--- src/rtl/hkst_pkg.sv ---
package hkst_pkg;

    localparam int unsigned HASH_LANES = 3;
    localparam logic [31:0] SEED_ONE_INIT = 32'h7FED7FED;
    localparam logic [31:0] SEED_TWO_INIT = 32'hEEEEEEEE;
    localparam logic [31:0] COUNT_MAX = 32'hFFFFFFFF;
    localparam logic [47:0] TIME_MAX = 48'hFFFFFFFFFFFF;
    localparam logic [23:0] THRESH_RESET = 24'd100000;

    localparam int unsigned PADDR_W = 3;
    localparam logic [PADDR_W-1:0] REG_THRESH_ADDR = 3'd0;

    typedef struct packed {
        logic [7:0]  key_char;
        logic        key_last;
        logic [23:0] response_time;
    } req_t;

    typedef struct packed {
        logic [5:0]  slot;
        logic        new_key;
        logic        table_full;
        logic [31:0] total_count;
        logic [31:0] timeout_count;
        logic [47:0] time_sum;
    } res_t;

    typedef struct packed {
        logic        valid;
        logic [31:0] chk1;
        logic [31:0] chk2;
        logic [31:0] items;
        logic [31:0] touts;
        logic [47:0] tsum;
    } entry_t;

    typedef enum logic [5:0] {
        ST_CLEAR = 6'b000001,
        ST_IDLE  = 6'b000010,
        ST_MOD   = 6'b000100,
        ST_READ  = 6'b001000,
        ST_CHECK = 6'b010000,
        ST_UPD   = 6'b100000
    } state_t;

endpackage

--- src/rtl/hkst_hash.sv ---
module hkst_hash
    import hkst_pkg::*;
(
    input  logic                             clk,
    input  logic                             rst_n,
    input  logic                             step,
    input  logic                             restart,
    input  logic [7:0]                       ch,
    output logic [HASH_LANES-1:0][31:0]      hash
);

    logic [HASH_LANES-1:0][31:0] s1_reg, s2_reg;
    logic [HASH_LANES-1:0][31:0] s1_next, s2_next;
    logic [7:0]  cf;
    logic [31:0] cw;

    always_comb
    begin
        cf = ch;
        if (ch inside {[8'h61:8'h7A]})
        begin
            cf = ch - 8'h20;
        end
        cw = {24'd0, cf};
        for (int t = 0; t < HASH_LANES; t++)
        begin
            s1_next[t] = ((32'(t) << 8) + cw) ^ (s1_reg[t] + s2_reg[t]);
            s2_next[t] = cw + s1_next[t] + s2_reg[t] + (s2_reg[t] << 5) + 32'd3;
        end
    end

    assign hash = s1_next;

    always_ff @(posedge clk or negedge rst_n)
    begin
        if (!rst_n)
        begin
            s1_reg <= {HASH_LANES{SEED_ONE_INIT}};
            s2_reg <= {HASH_LANES{SEED_TWO_INIT}};
        end
        else if (step)
        begin
            if (restart)
            begin
                s1_reg <= {HASH_LANES{SEED_ONE_INIT}};
                s2_reg <= {HASH_LANES{SEED_TWO_INIT}};
            end
            else
            begin
                s1_reg <= s1_next;
                s2_reg <= s2_next;
            end
        end
    end

endmodule

--- config.mk ---
export PLATFORM = sky130hd
export DESIGN_NAME = hkst_hash
export DESIGN_NICKNAME = d
export VERILOG_FILES = /design/src/rtl/hkst_pkg.sv /design/src/rtl/hkst_hash.sv
export SDC_FILE = /design/constraint.sdc
export NUM_CORES = 1
export LEC_CHECK = 0
export ABC_AREA = 0
export BUFFER_PORTS_ARGS = -buffer_cell sky130_fd_sc_hd__buf_4
export CORE_UTILIZATION = 30
export CTS_CLUSTER_SIZE = 12
export DETAILED_ROUTE_END_ITERATION = 6
export PLACE_DENSITY = 0.53
export SYNTH_ARGS = -nofsm -noshare
export SYNTH_HDL_FRONTEND = slang
export SYNTH_SLANG_ARGS = --single-unit
--- constraint.sdc ---
create_clock -name clk -period 6.8 [get_ports clk]
set_input_delay 0.34 -clock clk [delete_from_list [all_inputs] [get_ports clk]]
set_output_delay 0.34 -clock clk [all_outputs]
set_load 0.005 [all_outputs]
== Yosys cells after proc, flatten, opt, wreduce, memory -nomap -nowiden ==
Index checks and enable logic that the tools add are counted.

* Register bits: 192
* Word-level logic and storage cells: 33

* Add/sub/neg operators: 18
* Magnitude comparators: 2
* Reduce and logical (&&, ||, !) cells: 1
* Mux-type cells: 3
* Bitwise gates (word level): 3

{| class="wikitable"
|+ Operator list
! cell !! count
|-
| $add 32x32->32 || 9
|-
| $mux 96 || 2
|-
| $add 32x2->32 const B || 3
|-
| $add 8x32->32 || 3
|-
| $xor 10x32->32 || 1
|-
| $xor 11x32->32 || 1
|-
| $xor 8x32->32 || 1
|-
| $add 10x8->11 const A || 1
|-
| $add 9x8->10 const A || 1
|-
| $ge 8x7->1 const B || 1
|-
| $le 8x7->1 const B || 1
|-
| $mux 8 || 1
|-
| $sub 8x6->8 const B || 1
|-
| $logic_and 1x1->1 || 1
|}

== Depth between registers and ports, before layout ==
Gate-level depths: netlist of run 1.

* Word-level depth: 10
* Gate-level depth with buffers: 25
* Depth with buffers taken out: 25

== Worst setup path after synthesis of run 1 ==
Ideal clock, no wire load.

* Path kind: reg2reg
* Start: register s2_reg[0] (netlist name)
* End: register s2_reg[31] (netlist name)
* Stages on the path, launching flop included: 24
* Data arrival time: 5.621 ns
* Setup slack: 1.099 ns
* Cell sequence: dfrtp_1 > ha_1 > fa_1 > a21oi_1 > o21ai_0 > o21a_1 > or2_2 > a21boi_0 > o21bai_1 > a21oi_1 > xnor2_1 > fa_1 > ha_1 > ha_1 > a21oi_2 > o21ai_0 > a221oi_1 > a21oi_2 > o2111ai_2 > a31oi_1 > a2111oi_0 > o21bai_1 > xnor3_1 > o22a_1

{| class="wikitable"
|+ RTL lines
! what !! RTL line !! source
|-
| start, declared || hkst_hash.sv:12 || <nowiki>logic [HASH_LANES-1:0][31:0] s1_reg, s2_reg;</nowiki>
|-
| start signal, assigned || hkst_hash.sv:39 || <nowiki>s2_reg <= {HASH_LANES{SEED_TWO_INIT}};</nowiki>
|-
| start signal, assigned || hkst_hash.sv:46 || <nowiki>s2_reg <= {HASH_LANES{SEED_TWO_INIT}};</nowiki>
|-
| start signal, assigned || hkst_hash.sv:51 || <nowiki>s2_reg <= s2_next;</nowiki>
|}

== Worst setup path after layout of run 1 ==
* Start: register s2_reg[67] (netlist name)
* End: register s2_reg[94] (netlist name)

* Word-level cells in the longest chain between the ends: 7

{| class="wikitable"
|+ Ends and longest elaborated chain
! what !! RTL line !! source
|-
| $add 32x32->32 || hkst_hash.sv:27 || <nowiki>s1_next[t] = ((32'(t) << 8) + cw) ^ (s1_reg[t] + s2_reg[t]);</nowiki>
|-
| $xor 11x32->32 || hkst_hash.sv:27 ||
|-
| $add 8x32->32 || hkst_hash.sv:28 || <nowiki>s2_next[t] = cw + s1_next[t] + s2_reg[t] + (s2_reg[t] << 5) + 32'd3;</nowiki>
|-
| $add 32x32->32 || hkst_hash.sv:28 ||
|-
| $add 32x32->32 * || hkst_hash.sv:28 ||
|-
| $add 32x2->32 * || hkst_hash.sv:28 ||
|-
| $mux 96 * || hkst_hash.sv:43 || <nowiki>if (restart)</nowiki>
|}

Mark *: on every way between the ends. The rest lies on a longest branch, timed or not.
A chain may end at the register's enable or synchronous reset.

==> impl_metrics.csv, run 1 <==
group,metric,value,unit
status,status,"complete, no violations",
timing,fin_tns_setup,0,ns
critical_path,critical_path.endpoint_type,"flip-flop",
die,rows,93,
grt,grt.total_usage,17.3,%
yosys,synth_seq_area_share,25.6,%
timing,period_share,93.8,%
final_layout,fin_util,34.0,%
critical_path,path_cells,"ha_1, a21o_1, a21oi_1, a21boi_0, o31ai_1, buf_4, a21oi_1, o21ai_0, a21oi_1, o22ai_1, xnor2_1, fa_1, ha_1, ha_1, a21o_1, a21oi_1, o21ai_0, o31ai_1, o21ai_0, a311oi_2, a21oi_1, a211oi_1, xor2_1, a21oi_1",
final_layout,area_growth,12.1,%
final_layout,layout_commonest_cell,"ha_1",
yosys,ys_top_cells_by_area,"dfstp_2, ha_1, fa_1, xnor2_1, dfrtp_1",
timing,tightest_slew,1.03,ns
critical_path,critical_path_class,"reg -> reg",
grt,antenna_found_initial,1,
cts,root_buffer,"clkbuf_16",
detailed_routing,routed_via_density,5.25,
critical_path,slowest_stage,"dfstp_2",
die,die_area,0.0660,mm²
timing,hold_viol,0,
cts,clkTransAtPathRegs,0.07,ns
critical_path,critical_path_arrival,6.77,ns
yosys,synth.top_cell.area_share,20.2,%
final_layout,nNetsFinal,2496,
run,maxCapViolations,0,
detailed_routing,drc,0,
placed_design,port_buffers,107,
worst_hold_path,hold_path.class,"in -> reg",
yosys,avgSynthCellArea,9.60,µm²
yosys,synthArstFlopShare,100,%
grt,grt_pass1_wl,90000,µm
timing,finClkSkew,0.0111,ns
final_layout,fillerInstances,6597,
timing,hold_ws,0.250,ns
final_layout,antenna_cells,0,
critical_path,startpoint_type,"flip-flop",
detailed_routing,vias,15700,
die,die_w,257,µm
detailed_routing,drt.antenna.violating_nets,0,
die,core-area,0.0643,mm²
yosys,syn-num-nets,2411,
placed_design,place_congestion,0.851,
yosys,synthCells,2032,
detailed_routing,drtIter0Drc,746,
critical_path,slowest_delay,0.62,ns
yosys,synth_edf_count,0,
yosys,ys.flop_type,"dfstp_2",
critical_path,worstReg2RegStart,"s2_reg[67]$_DFFE_PN1P_",
final_layout,final_cell_mix,"ha_1, a21oi_1, nor2_1",
critical_path,crit_start,"s2_reg[67]$_DFFE_PN1P_",
critical_path,path_max_fanout,6,
timing,timing.fmax,157,MHz
cts,cts_max_path_buffers,2,
critical_path,cpMostUsedCell,"a21oi_1",
yosys,ys_warn_count,0,
detailed_routing,first_pass_iters,5,
die,initial_utilization,30.3,%
critical_path,worstSetupEndpoint,"s2_reg[94]$_DFFE_PN1P_",
timing,final_max_slew_viol_count,0,
die,io_pins,108,
detailed_routing,wire_per_inst,18.7,µm
cts,cts_tree,"built",
grt,grt_pass1_vias,16200,
timing,rsz0062_at_grt,"no",
placed_design,hpwlAfterDp,41800,µm
cts,h-tree-depth,4,
yosys,yosys.area.top_type,"dfstp_2",
die,fp.dieH,257,µm
yosys,yosysUniqueCellTypes,83,
critical_path,r2r_cells,24,
cts,cts_sinks,192,
grt,grt_max_degree,142,
critical_path,cp.required,7.19,ns
yosys,netlist_area,0.0195,mm²
timing,period_minus_slack,6.38,ns
critical_path,r2r_slack,0.42,ns
yosys,synth-seq-cells,192,
cts,post_cts_buffers,0,
cts,clk_latency,0.49,ns
final_layout,multiInputGateArea,0.0139,mm²
detailed_routing,drt-total-wl,55900,µm
timing,finalSetupViolations,0,
critical_path,rr_endpoint,"s2_reg[94]$_DFFE_PN1P_",
cts,cts_inserted_buffers,17,
grt,grt_overflow_total,0,
final_layout,drive_gt1_share,16.1,%
final_layout,area.sequential,0.00499,mm²
timing,max_slew_margin,31.2,%
==> worst min path at each step <==
stage	startpoint	end	slack [ns]	cells past startpoint
after global routing	step	s2_reg[45]$_DFFE_PN1P_	0.26	3
final	step	s2_reg[59]$_DFFE_PN1P_	0.25	3
after floorplan	rst_n	s1_reg[15]$_DFFE_PN0P_	0.04	0
after detailed placement	rst_n	s2_reg[92]$_DFFE_PN0P_	0.35	1
after CTS	step	s2_reg[45]$_DFFE_PN1P_	0.22	3
after global placement	rst_n	s2_reg[92]$_DFFE_PN0P_	0.35	1
==> what timing repair did <==
| action | CTS | global route |
|---|---|---|
| hold buffers | 1 | 0 |
| endpoints found under the setup margin | 0 | 3 |
| endpoints found under the hold margin | 9 | 0 |
| gates resized for setup | 0 | 3 |
==> through the flow <==
stage | worst slack [ns] | std cells | instance area [µm²]
final | 0.419 | 2983 | 21900
after global routing | 0.0199 | 2983 | 21900
after CTS | 0.368 | 2983 | 21900
after detailed placement | 0.410 | 2952 | 21300
after global placement | 0.449 | 2952 | 21300
after floorplan | 1.10 | 2032 | 19500
==> worst max-delay path: cells and delay by family (launching register included) <==
kind | cells | cell delay [ns]
compound gates | 17 | 3.58
fa+ha+maj | 4 | 1.44
buf+inv | 1 | 0.21
xor+xnor | 2 | 0.42
flops | 1 | 0.62
==> metal layers <==
layer / GRT usage [%] / routed length [µm] / up-vias
li1: - / - / 7611
met1: 22.3 / 25500 / 7701
met2: 29.0 / 26600 / 285
met3: 3.37 / 2470 / 76
met4: 5.74 / 1330 / 2
met5: 0 / 13 / -
==> kinds of logic after synthesis <==
kind of cell	synth area share, %
buffers and inverters	3.48
XOR/XNOR	8.87
AO/OA/AOI/OAI	23.4
AND/OR/NAND/NOR	10.7
adder cells (fa/ha/maj)	27.2
multiplexers	0.725
flip-flops	25.6
==> cells in the mapped netlist (29+ instances only) <==
cell type / n
ha_1: 271
a21oi_1: 174
nor2_1: 159
dfstp_2: 150
xnor2_1: 133
inv_1: 121
fa_1: 96
a21o_1: 91
o22a_1: 81
o21ai_0: 77
nand2_1: 76
xor2_1: 60
clkbuf_1: 44
dfrtp_1: 42
nand3_1: 31
o21a_1: 29
==> area by class of cell <==
class / instances / share of cell area [%]
timing repair buffer: 120 / 4.23
clock inverter: 8 / 0.538
sequential: 192 / 22.8
multi-input combinational: 1663 / 63.4
clock buffer: 22 / 2.03
tap: 855 / 4.89
inverter: 123 / 2.11
Power of run 1 is not shown: default switching activity piles up to over one toggle a cycle in this logic, so the estimate is an artifact.
==> run 2: changes to the inputs <==
--- a/config.mk
+++ b/config.mk
@@ -6,11 +6,12 @@
 export NUM_CORES = 1
 export LEC_CHECK = 0
 export ABC_AREA = 0
-export BUFFER_PORTS_ARGS = -buffer_cell sky130_fd_sc_hd__buf_4
 export CORE_UTILIZATION = 30
 export CTS_CLUSTER_SIZE = 12
 export DETAILED_ROUTE_END_ITERATION = 6
-export PLACE_DENSITY = 0.53
+export DONT_BUFFER_PORTS = 1
+export PLACE_DENSITY_LB_ADDON = 0.25
+export SETUP_SLACK_MARGIN = 0.02
 export SYNTH_ARGS = -nofsm -noshare
 export SYNTH_HDL_FRONTEND = slang
 export SYNTH_SLANG_ARGS = --single-unit
==> impl_metrics.csv, run 2 (synthesis gave the netlist of run 1 again) <==
group,metric,value,unit
status,status,"complete, no violations",
critical_path,cp.required,7.23,ns
detailed_routing,first_pass_iters,5,
detailed_routing,routed_via_density,5.32,
cts,cts_inserted_buffers,17,
placed_design,port_buffers,0,
timing,tightest_slew,1.42,ns
timing,hold_viol,0,
critical_path,rr_endpoint,"s2_reg[31]$_DFFE_PN1P_",
timing,max_slew_margin,5.07,%
grt,grt.total_usage,17.8,%
detailed_routing,wire_per_inst,19.9,µm
grt,antenna_found_initial,1,
critical_path,slowest_delay,0.51,ns
critical_path,startpoint_type,"flip-flop",
cts,clkTransAtPathRegs,0.08,ns
die,io_pins,108,
final_layout,final_cell_mix,"ha_1, a21oi_1, nor2_1",
detailed_routing,drtIter0Drc,877,
final_layout,area_growth,8.82,%
cts,h-tree-depth,4,
worst_hold_path,hold_path.class,"in -> reg",
cts,post_cts_buffers,0,
detailed_routing,vias,15300,
final_layout,layout_commonest_cell,"ha_1",
grt,grt_pass1_vias,15800,
timing,timing.fmax,159,MHz
die,core-area,0.0643,mm²
run,maxCapViolations,0,
critical_path,r2r_cells,23,
timing,rsz0062_at_grt,"no",
die,initial_utilization,30.3,%
grt,grt_overflow_total,0,
critical_path,r2r_slack,0.49,ns
critical_path,cpMostUsedCell,"ha_1",
timing,fin_tns_setup,0,ns
critical_path,critical_path_arrival,6.74,ns
final_layout,antenna_cells,0,
die,fp.dieH,257,µm
critical_path,worstSetupEndpoint,"s2_reg[31]$_DFFE_PN1P_",
critical_path,path_max_fanout,6,
critical_path,critical_path.endpoint_type,"flip-flop",
cts,root_buffer,"clkbuf_16",
cts,cts_tree,"built",
timing,period_share,92.7,%
final_layout,fin_util,33.0,%
critical_path,path_cells,"ha_1, fa_1, a21oi_1, o21ai_0, o21a_1, or2_2, a21boi_1, o21bai_1, a21oi_1, xnor2_1, fa_1, ha_1, ha_1, a21oi_4, o21ai_0, a221oi_2, a21oi_2, o2111ai_2, a31oi_1, a2111oi_1, o21bai_1, xnor3_1, o22a_1",
placed_design,place_congestion,0.872,
detailed_routing,drc,0,
detailed_routing,drt-total-wl,57300,µm
final_layout,drive_gt1_share,12.2,%
cts,clk_latency,0.51,ns
critical_path,crit_start,"s2_reg[0]$_DFFE_PN0P_",
grt,grt_max_degree,193,
worst_hold_path,min_path_cells,2,
timing,finalSetupViolations,0,
die,die_area,0.0660,mm²
grt,grt_pass1_wl,91100,µm
die,rows,93,
placed_design,pre_cts_ws,0.258,ns
die,die_w,257,µm
critical_path,critical_path_class,"reg -> reg",
detailed_routing,drt.antenna.violating_nets,0,
placed_design,hpwlAfterDp,40500,µm
timing,setup_slack,0.495,ns
final_layout,multiInputGateArea,0.0139,mm²
cts,cts_sinks,192,
timing,period_minus_slack,6.31,ns
timing,final_max_slew_viol_count,0,
final_layout,area.sequential,0.00499,mm²
critical_path,worstReg2RegStart,"s2_reg[0]$_DFFE_PN0P_",
cts,cts_max_path_buffers,2,
final_layout,fillerInstances,6557,
timing,finClkSkew,0.0157,ns
final_layout,nNetsFinal,2393,
critical_path,slowest_stage,"fa_1",
run 2: changes by cell type in the layout (fill, tap and decap cells not counted), sizes merged:
cell         delta
buf           -104
inv            +10
clkbuf          -6
clkinv          -4
dlygate4sd3     +2
clkinvlp        +1
run 2: area by class of cell:
class	count	area share, %
flip-flops and latches	192	23.5
inverters	123	2.18
clock inverters	15	0.914
well taps	855	5.04
multi-input cells	1663	65.4
clock buffers	17	2.00
repair buffers	17	0.979
run 2: worst max-delay path, delay by kind of cell, from the launching register on:
family	cells	cell delay, ns
XOR/XNOR	2	0.61
AO/OA/AOI/OAI	15	3.09
AND/OR/NAND/NOR	1	0.32
flip-flops	1	0.44
adder cells (fa/ha/maj)	5	1.78
run 2: metrics by stage:
step	hold WS (ns)	std cells	area (µm²)
detailed placement	0.0614	2843	20400
finish	0.0398	2882	21200
global placement	0.0640	2843	20400
CTS	0.00461	2882	21200
floorplan	0.0444	2032	19500
global route	0.0320	2882	21200
run 2: layer usage:
metal | global-route usage, % | wire [µm]
met3 | 4.05 | 2650
met5 | 0 | 18
met4 | 4.51 | 827
met2 | 30.0 | 27500
met1 | 22.9 | 26300
run 2: worst min-delay path by stage:
stage / from / to / slack [ns]
after floorplan: rst_n / s1_reg[15]$_DFFE_PN0P_ / 0.04
after global placement: rst_n / s1_reg[36]$_DFFE_PN0P_ / 0.06
after detailed placement: rst_n / s1_reg[79]$_DFFE_PN0P_ / 0.06
after CTS: restart / s1_reg[63]$_DFFE_PN0P_ / 0.005
after global routing: step / s2_reg[35]$_DFFE_PN1P_ / 0.03
final: step / s1_reg[29]$_DFFE_PN1P_ / 0.04
run 2: timing repair:
action / CTS / global route
setup endpoints to repair: 0 / 5
resized for setup: 0 / 6
hold buffers: 7 / 0
hold endpoints to repair: 292 / 0
Power of run 2 is left out for the same reason.
==> run 3: changes to the inputs <==
--- a/config.mk
+++ b/config.mk
@@ -5,7 +5,7 @@
 export SDC_FILE = /design/constraint.sdc
 export NUM_CORES = 1
 export LEC_CHECK = 0
-export ABC_AREA = 0
+export ABC_AREA = 1
 export CORE_UTILIZATION = 30
 export CTS_CLUSTER_SIZE = 12
 export DETAILED_ROUTE_END_ITERATION = 6
==> impl_metrics.csv, run 3 <==
group,metric,value,unit
critical_path,critical_path_class,"reg -> reg",
grt,antenna_found_initial,0,
placed_design,port_buffers,0,
critical_path,path_max_fanout,5,
cts,cts_max_path_buffers,2,
grt,grt_pass1_vias,22000,
yosys,ys_top_cells_by_area,"dfstp_2, ha_1, nand2_1, inv_1, fa_1",
yosys,synthArstFlopShare,100,%
timing,timing.fmax,195,MHz
yosys,synth_seq_area_share,21.4,%
timing,hold_viol,0,
die,die_w,281,µm
cts,cts_resized,0,
detailed_routing,drc,0,
critical_path,cp.required,7.25,ns
yosys,synth.top_cell.area_share,16.9,%
yosys,synth-seq-cells,192,
timing,final_max_slew_viol_count,0,
final_layout,layout_commonest_cell,"nand2_1",
detailed_routing,drtIter0Drc,1324,
detailed_routing,routed_via_density,4.89,
yosys,synth_edf_count,0,
timing,period_minus_slack,5.14,ns
detailed_routing,vias,21600,
timing,rsz0062_at_grt,"no",
yosys,yosysUniqueCellTypes,50,
cts,cts_tree,"built",
timing,period_share,75.5,%
final_layout,fillerInstances,8472,
worst_hold_path,hold_path.class,"in -> reg",
final_layout,antenna_cells,0,
placed_design,placed_cell_area,0.0245,mm²
timing,finClkSkew,0.0238,ns
cts,h-tree-depth,4,
cts,cts_inserted_buffers,17,
die,core-area,0.0765,mm²
die,rows,101,
detailed_routing,first_pass_iters,6,
grt,grt_max_degree,193,
timing,hold_ws,0.0343,ns
timing,fin_tns_setup,0,ns
critical_path,critical_path_arrival,5.58,ns
grt,grt_overflow_total,0,
final_layout,nNetsFinal,3758,
cts,clkTransAtPathRegs,0.09,ns
grt,grt.total_usage,21.0,%
yosys,ys_warn_count,0,
yosys,synthCells,3393,
critical_path,startpoint_type,"flip-flop",
yosys,ys.flop_type,"dfstp_2",
timing,tightest_slew,1.32,ns
yosys,netlist_area,0.0233,mm²
critical_path,critical_path.endpoint_type,"flip-flop",
die,io_pins,108,
grt,grt_pass1_wl,126000,µm
timing,finalSetupViolations,0,
placed_design,place_congestion,0.947,
cts,post_cts_buffers,0,
final_layout,final_cell_mix,"nand2_1, inv_1, nor2_1",
die,die_area,0.0789,mm²
die,fp.dieH,281,µm
cts,cts_hold_buf,7,
cts,cts_sinks,192,
yosys,syn-num-nets,3772,
status,status,"complete, no violations",
run,maxCapViolations,0,
detailed_routing,wire_per_inst,18.2,µm
final_layout,drive_gt1_share,8.23,%
yosys,synth_common_cells,"nand2_1, inv_1, nor2_1",
cts,root_buffer,"clkbuf_16",
placed_design,hpwlAfterDp,62900,µm
final_layout,area_growth,8.11,%
yosys,yosys.area.top_type,"dfstp_2",
die,initial_utilization,30.5,%
detailed_routing,drt-total-wl,80700,µm
yosys,avgSynthCellArea,6.88,µm²
yosys,synthMostInstantiatedCell,"nand2_1",
timing,max_slew_margin,12.2,%
final_layout,post-route-cell-area,0.0252,mm²
cts,clk_latency,0.53,ns
detailed_routing,drt.antenna.violating_nets,0,
-- run 3: layer usage --
metal | track usage (%) | part of all wire [%] | vias up | wire length (µm)
met2 | 35.4 | 47 | 428 | 37800
met5 | 0 | 0 | - | 0
met3 | 2.39 | 4.1 | 87 | 3280
met1 | 27.9 | 47 | 10200 | 37700
li1 | - | - | 10900 | -
met4 | 6.59 | 2.3 | 0 | 1830
-- run 3: worst paths after layout --
path / startpoint / end / slack, ns / depth (start not counted)
setup reg to reg: s1_reg[64]$_DFFE_PN1P_ / s2_reg[95]$_DFFE_PN1P_ / 1.66 / 24
hold / removal: step / s1_reg[24]$_DFFE_PN1P_ / 0.03 / 3
min in group asynchronous: rst_n / s1_reg[79]$_DFFE_PN0P_ / 0.44 / 2
setup / recovery: s1_reg[64]$_DFFE_PN1P_ / s2_reg[95]$_DFFE_PN1P_ / 1.66 / 24
hold reg to reg: s1_reg[5]$_DFFE_PN1P_ / s1_reg[5]$_DFFE_PN1P_ / 0.49 / 2
max in group asynchronous: rst_n / s1_reg[63]$_DFFE_PN0P_ / 5.24 / 2
-- run 3: through the flow --
stage                     utilization (%)  instances  worst slack [ns]
after floorplan                         -       3393              2.61
after global placement               32.0       4383              1.78
after detailed placement             32.0       4383              1.72
after CTS                            33.0       4422              1.65
after global routing                 33.0       4422              1.26
final                                33.0       4422              1.66
-- run 3: final cells by class --
type,count,area (µm²),area share (%)
clock buffers,17,425,1.69
clock inverters,15,199,0.789
inverters,606,2280,9.03
multi-input cells,2551,15900,63.0
flip-flops and latches,192,4990,19.8
well taps,1030,1290,5.11
repair buffers,11,155,0.615
-- run 3: kinds of logic (layout without fill, tap and decap cells) --
| group | Yosys count | count (layout) | synth area share [%] |
|---|---|---|---|
| AO/OA/AOI/OAI | 518 | 518 | 12.9 |
| XOR/XNOR | 117 | 117 | 4.46 |
| adder cells (fa/ha/maj) | 367 | 367 | 22.8 |
| buffers and inverters | 650 | 649 | 10.5 |
| flip-flops | 192 | 192 | 21.4 |
| AND/OR/NAND/NOR | 1549 | 1549 | 27.9 |
-- run 3: worst max-delay path, cell delays in order (launching register included) --
cell and delay [ns]:
dfstp_2 0.55, ha_1 0.17, inv_1 0.05, fa_1 0.40
nand3b_1 0.18, nand2_1 0.21, nand2_1 0.09, nand2_1 0.17
xnor2_1 0.16, xor2_1 0.47, fa_1 0.52, inv_1 0.09
fa_1 0.42, inv_1 0.07, ha_1 0.28, a21oi_1 0.19
nand3_1 0.22, nand2_1 0.12, nand2_1 0.13, a21oi_1 0.25
inv_1 0.07, nand2_1 0.06, nand3_1 0.06, nand2_1 0.09
inv_1 0.04
Power of run 3 is left out for the same reason.
